==> src/hdl/cale_pkg.sv <==
package cale_pkg;

  localparam int CAPACITY_DEF   = 256;
  localparam int DATA_WIDTH_DEF = 32;

  // Field widths of the request and response words
  localparam int KIND_W   = 4;
  localparam int DATA_W   = 32;
  localparam int POS_W    = 9;
  localparam int STATUS_W = 2;

  // Cells per readout group; two group levels cover the whole capacity range
  localparam int GROUP_SIZE = 64;

  typedef enum logic [KIND_W-1:0] {
    KIND_APPEND   = 4'd0,
    KIND_INSERT   = 4'd1,
    KIND_REMOVE   = 4'd2,
    KIND_NEXT     = 4'd3,
    KIND_PREV     = 4'd4,
    KIND_START    = 4'd5,
    KIND_END      = 4'd6,
    KIND_POSITION = 4'd7,
    KIND_CLEAR    = 4'd8
  } kind_t;

  typedef enum logic [STATUS_W-1:0] {
    STATUS_OK       = 2'd0,
    STATUS_FULL     = 2'd1,
    STATUS_NO_ENTRY = 2'd2
  } status_t;

  typedef enum logic [1:0] {
    CELL_HOLD,
    CELL_APPEND,
    CELL_INSERT,
    CELL_REMOVE
  } cell_op_t;

  typedef enum logic [1:0] {
    ST_IDLE,
    ST_GROUP,
    ST_FINAL
  } state_t;

endpackage

==> src/hdl/cale_cell.sv <==
module cale_cell #(
  parameter int DW  = cale_pkg::DATA_WIDTH_DEF,
  parameter int CW  = $clog2(cale_pkg::CAPACITY_DEF + 1),
  parameter int IDX = 0
) (
  input  logic               clk,
  input  cale_pkg::cell_op_t op,
  input  logic [CW-1:0]      count,
  input  logic [CW-1:0]      cursor,
  input  logic [DW-1:0]      data,
  input  logic [DW-1:0]      lower,
  input  logic [DW-1:0]      upper,
  output logic [DW-1:0]      value
);
  import cale_pkg::*;

  localparam logic [CW-1:0] MY_IDX = CW'(IDX);

  logic [DW-1:0] value_next;

  always_comb begin
    value_next = value;
    case (op)
      CELL_APPEND: begin
        if (MY_IDX == count) value_next = data;
      end
      CELL_INSERT: begin
        if (MY_IDX == cursor)     value_next = data;
        else if (MY_IDX > cursor) value_next = lower;
      end
      CELL_REMOVE: begin
        if (MY_IDX >= cursor) value_next = upper;
      end
      default: value_next = value;
    endcase
  end

  always_ff @(posedge clk) begin
    value <= value_next;
  end

endmodule

==> config.mk <==
export PLATFORM = sky130hd
export DESIGN_NAME = cale_cell
export DESIGN_NICKNAME = d
export VERILOG_FILES = /design/src/hdl/cale_pkg.sv /design/src/hdl/cale_cell.sv
export SDC_FILE = /design/constraint.sdc
export NUM_CORES = 1
export LEC_CHECK = 0
export BUFFER_PORTS_ARGS = -buffer_cell sky130_fd_sc_hd__buf_2
export CORE_MARGIN = 3
export CORE_UTILIZATION = 43
export DETAILED_ROUTE_END_ITERATION = 12
export PLACE_DENSITY = 0.8
export SYNTH_ARGS = -nofsm -noshare
export SYNTH_HDL_FRONTEND = slang
export SYNTH_SLANG_ARGS = --single-unit
==> constraint.sdc <==
create_clock -name clk -period 2.35 [get_ports clk]
set_input_delay 0.1175 -clock clk [delete_from_list [all_inputs] [get_ports clk]]
set_output_delay 0.1175 -clock clk [all_outputs]
set_load 0.01 [all_outputs]
==> run summary, run 1 <==
hold worst-path end - value[28]
worst hold slack - 0.174 ns
Core ar. - 0.00524 mm2
routability congestion estimate - 0.804
Layout Nets - 520
Cell Chain, Critical Path - buf_2 > buf_4 > nand3b_1 > a31oi_1 > a311o_1
drt pass-1 iters - 5
DP Wirelength - 5520 um
number of core rows - 26
die area - 0.00649 mm2
arrival time worst endpoint - 1.43 ns
Avg Inst Size Synth - 8.95 um2
vias per inst - 5.73
period utilization - 60.1%
register clock-pin slew on the reported worst setup and hold paths - 0.07 ns
Multi-input gate area - 0.00117 mm2
global-route wire length before repair - 11800 um
DRT Wirelength - 7610 um
IO Count - 149
Largest register FFs - 32
simple-gate share of the synthesized area - 19.6%
Critical Path Sink Type - register
Max IR drop VDD - 0.290 mV
synthesized area - 0.00239 mm2
CP Max Fanout - 37
xor and xnor area share after synthesis - 0%
sequential fraction of the synthesis area - 40.2%
Resize count post-CTS - 0
Synth Warn # - 0
synth unique cells - 21
Slew Limit Headroom - 63.0%
Min-Delay Path Class - in -> reg
Yosys reg bits - 32
Pleak - 1.43 nW
final core occ - 62.7%
Slew @ Worst Pin - 0.555 ns
antenna viol nets, final - 0
Largest regs - value: 32 flops
initial antenna violation count - 0
total negative slack - 0 ns
number of CTS-inserted buffers - 5
Worst path max stage delay - 0.44 ns
vias post-DR - 2718
main combinational cell family by area after synthesis - compound AO/OA/AOI/OAI gates
root buffer cell - clkbuf_8
Initial DRC Count - 211
Layout area overhead - 37.4%
Post-Synthesis Cells - 267
H-Tree Depth - 2
share of layout cells above drive strength 1 - 42.8%
worst setup slack after layout - 0.939 ns
clock sinks - 32
Crit Path Class - in -> reg
Die W - 80.6 um
Post-CTS Setup Bufs - 0
largest register by flop count - value
Fmax achieved - 708 MHz
Hold Fails Final Rpt - 0
Cell Pwr Density - 410 mW/mm2
# port buffers - 148
largest net degree at the start of global routing - 38
crit path launch type - input port
post-synthesis compound-gate area fraction - 28.8%
adder-cell share of the synthesized area - 0%
Die Y - 80.6 um
gr ovfl total - 0
# diodes - 0
DRC violations left - 0
Clock Tree Buf Depth - 2
Crit path required time - 2.37 ns
Register Area - 961 um2
CP max stage cell - buf_2
vias in the first global route - 2502
endpoints failing setup - 0
status - finished, final reports clean
TritonCTS clock tree - built
Worst Hold Launch - data[28]
hold buffers post-CTS - 0
fin. max-slew vios - 0
Design Power - 1.35 mW
Max-Cap Viols - 0
RSZ-0062 raised after global routing - no
Final min period - 1.41 ns
hold path depth - 2
Syn Nets - 384
DP Worst Slack - 0.665 ns
routed wire length per instance - 16.0 um
initial core utilization - 45.6%
Filler Cells Inserted - 476
Tot GR Track Use - 23.3%
mux contribution to synthesized area - 0%
metal layers:
metal	share of wire, %	GRT usage [%]	vias to the layer above
met5	0	0	-
met4	1.8	6.93	0
met3	9.7	6.17	14
met2	50	39.7	153
met1	38	28.7	1241
li1	-	-	1310
worst max-delay path, delay by kind of cell:
family / cells / cell delay, ns
buffers and inverters: 2 / 0.80
AOI/OAI and AO/OA: 2 / 0.34
and+or+nand+nor: 1 / 0.14
through the flow:
stage / cells / cell area (um2)
6_report: 474 / 3280
5_1_grt: 474 / 3280
4_1_cts: 474 / 3280
3_5_place_dp: 466 / 3200
3_3_place_gp: 466 / 3200
2_1_floorplan: 267 / 2390
report_power, final:
part / total [mW] / internal [mW] / switching (mW)
registers: 0.636 / 0.636 / 0.000248
clock network: 0.395 / 0.206 / 0.189
logic: 0.315 / 0.159 / 0.156
total: 1.35 / 1.00 / 0.345
logic make-up after synthesis:
| group | count (synthesis) |
|---|---|
| simple gates | 72 |
| flops | 32 |
| buf+inv | 66 |
| compound gates | 97 |
Yosys cell counts:
| cell type | instances | area [um2] |
|---|---|---|
| nand4_1 | 1 | 6.26 |
| inv_1 | 32 | 120 |
| buf_2 | 9 | 45.0 |
| nor2_1 | 1 | 3.75 |
| and3_1 | 1 | 6.26 |
| nor4_4 | 1 | 21.3 |
| nor3_2 | 1 | 10.0 |
| a31o_2 | 1 | 8.76 |
| a31oi_1 | 32 | 200 |
| nor3_1 | 1 | 5.00 |
| o21ai_0 | 32 | 160 |
| edfxtp_1 | 32 | 961 |
| nor2b_1 | 1 | 6.26 |
| a311o_1 | 31 | 310 |
| nand3_1 | 31 | 155 |
| clkbuf_1 | 22 | 82.6 |
| nand3b_1 | 32 | 240 |
| nor4_1 | 1 | 6.26 |
| buf_4 | 3 | 22.5 |
| nor4b_1 | 1 | 8.76 |
| a32o_1 | 1 | 10.0 |
layout by cell type (no fill, tap or decap), drive strengths merged:
master / count
a31o: 1
o21ai: 32
and3: 1
buf: 163
a32o: 1
a31oi: 32
inv: 32
clkbuf: 7
edfxtp: 32
clkinv: 1
nand3b: 32
a311o: 31
nand3: 31
nor2: 1
nor2b: 1
nor4: 2
nand4: 1
nor4b: 1
nor3: 2
area by class of cell:
type,count,share of cell area [%]
clock inverters,1,0.114
repair buffers,163,26.4
clock buffers,7,2.32
flip-flops and latches,32,29.3
inverters,32,3.66
well taps,70,2.67
multi-input cells,169,35.6
how the worst max path moves through the flow:
stage                endpoint       from  slack [ns]  cells after the start
floorplan            value[0]  cursor[5]        0.17                      5
global placement    value[27]      op[0]        0.70                      5
detailed placement  value[20]      op[0]        0.66                      5
CTS                  value[1]      op[0]        0.96                      5
global route        value[10]      op[0]        0.78                      4
finish               value[1]      op[0]        0.94                      5
(Power assumes the default switching activity.)
==> run 2: changes to the inputs <==
Settings changed: CORE_UTILIZATION 43 to 39, PLACE_DENSITY 0.8 to 0.77.
Clock period 2.35 ns to 1.25 ns, I/O delays scaled along.
==> run 2 against run 1 <==
Against the previous run:
- worst hold slack worse by 0.061 ns
- critical path type unchanged
- highest routed layer unchanged
- largest cell class unchanged
- first-iteration DRC count is 49% lower
- total power rose by 89%
==> run summary, run 2 (synthesis gave the netlist of run 1 again) <==
RSZ-0062 raised after global routing - no
Largest regs - value: 32 flops
number of core rows - 27 (+3.8%)
drt pass-1 iters - 4 (-1)
routed wire length per instance - 16.3 um (+1.8%)
Initial DRC Count - 107 (-49%)
Hold Fails Final Rpt - 0 (unchanged)
Die W - 84.3 um (+4.6%)
period utilization - 95.7%
Die Y - 84.3 um (+4.6%)
root buffer cell - clkbuf_8
global-route wire length before repair - 12200 um (+3.4%)
Final min period - 1.20 ns
# port buffers - 148 (unchanged)
clock sinks - 32 (unchanged)
Worst Hold Launch - data[23]
DP Worst Slack - -0.212 ns (-0.877 ns)
H-Tree Depth - 2 (unchanged)
worst hold slack - 0.113 ns (-0.0611 ns)
crit path launch type - input port
share of layout cells above drive strength 1 - 44.1% (+1.3 points)
Layout Nets - 526 (+1.2%)
Cell Pwr Density - 753 mW/mm2 (+84%)
initial antenna violation count - 0 (unchanged)
Filler Cells Inserted - 529 (+11%)
Largest register FFs - 32 (unchanged)
vias per inst - 5.62 (-2.1%)
Post-CTS Setup Bufs - 0 (unchanged)
commonest non-fill, non-tap cell in the layout - buf_2
TritonCTS clock tree - built
largest net degree at the start of global routing - 43 (+13%)
Register Area - 961 um2 (unchanged)
initial core utilization - 41.9% (-3.8 points)
Resize count post-CTS - 0 (unchanged)
number of CTS-inserted buffers - 5 (unchanged)
Crit path required time - 1.27 ns (-1.10 ns)
Core ar. - 0.00571 mm2 (+9.0%)
CP Max Fanout - 17 (-54%)
Slew @ Worst Pin - 0.400 ns (-0.156 ns)
Max-Cap Viols - 0 (unchanged)
largest register by flop count - value
Multi-input gate area - 0.00119 mm2 (+1.5%)
# diodes - 0 (unchanged)
endpoints failing setup - 0 (unchanged)
Slew Limit Headroom - 73.1% (+10 points)
Tot GR Track Use - 21.2% (-2.1 points)
vias in the first global route - 2523 (+0.84%)
DRC violations left - 0 (unchanged)
Crit Path Class - in -> reg
Pleak - 1.48 nW (+3.3%)
vias post-DR - 2707 (-0.40%)
Clock Tree Buf Depth - 2 (unchanged)
Min-Delay Path Class - in -> reg
Worst path max stage delay - 0.31 ns (-0.13 ns)
Critical Path Sink Type - register
Max IR drop VDD - 0.335 mV (+16%)
hold buffers post-CTS - 0 (unchanged)
hold path depth - 2 (unchanged)
fin. max-slew vios - 0 (unchanged)
routability congestion estimate - 0.832 (+3.5%)
CP max stage cell - nor4_4
antenna viol nets, final - 0 (unchanged)
DRT Wirelength - 7870 um (+3.5%)
Fmax achieved - 836 MHz
arrival time worst endpoint - 1.22 ns (-0.21 ns)
Cell Chain, Critical Path - buf_2 > nor4_4 > buf_4 > a31oi_1 > a311o_1
Layout area overhead - 41.7%
crit path launch - cursor[8]
status - finished, final reports clean
total negative slack - 0 ns (unchanged)
die area - 0.00710 mm2 (+9.5%)
register clock-pin slew on the reported worst setup and hold paths - 0.07 ns (about the same)
IO Count - 149 (unchanged)
worst setup slack after layout - 0.0544 ns (-0.884 ns)
DP Wirelength - 5890 um (+6.6%)
gr ovfl total - 0 (unchanged)
## run 2: cell count changes in the layout (fill, tap and decap cells not counted), sizes merged
cell | before | now
buf | 163 | 169
## run 2: worst paths after layout
path | end | slack, ns
worst max-delay path | value[0] | 0.05
worst min-delay path | value[23] | 0.11
## run 2: final cells by class
cell class / count / area share (%)
inverters: 32 / 3.55
flip-flops and latches: 32 / 28.4
clock buffers: 7 / 2.25
clock inverters: 1 / 0.111
multi-input cells: 169 / 35.1
well taps: 72 / 2.66
repair buffers: 169 / 28.0
## run 2: through the flow
stage	utilization, %	power (mW)	instances	instance area, um2
after CTS	59.3	2.58	482	3390
after global routing	59.3	2.69	482	3390
final	59.3	2.55	482	3390
after global placement	57.9	1.82	474	3310
after floorplan	-	1.53	267	2410
after detailed placement	57.9	1.83	474	3310
## run 2: worst max-delay path: cells and delay by family
family | cells | cell delay [ns]
AO/OA/AOI/OAI | 2 | 0.44
AND/OR/NAND/NOR | 1 | 0.31
buffers and inverters | 2 | 0.40
## run 2: layer usage
metal | routed length (um) | GRT usage (%) | share of wire [%]
met5 | 0 | 0 | 0
met2 | 3930 | 36.4 | 50
met1 | 3300 | 27.1 | 42
met4 | 55 | 4.39 | 0.70
met3 | 590 | 5.00 | 7.5
## run 2: power breakdown
| part | total (mW) | switching [mW] | internal, mW |
|---|---|---|---|
| clock | 0.737 | 0.350 | 0.387 |
| sequential | 1.20 | 0.000546 | 1.20 |
| combinational | 0.617 | 0.300 | 0.317 |
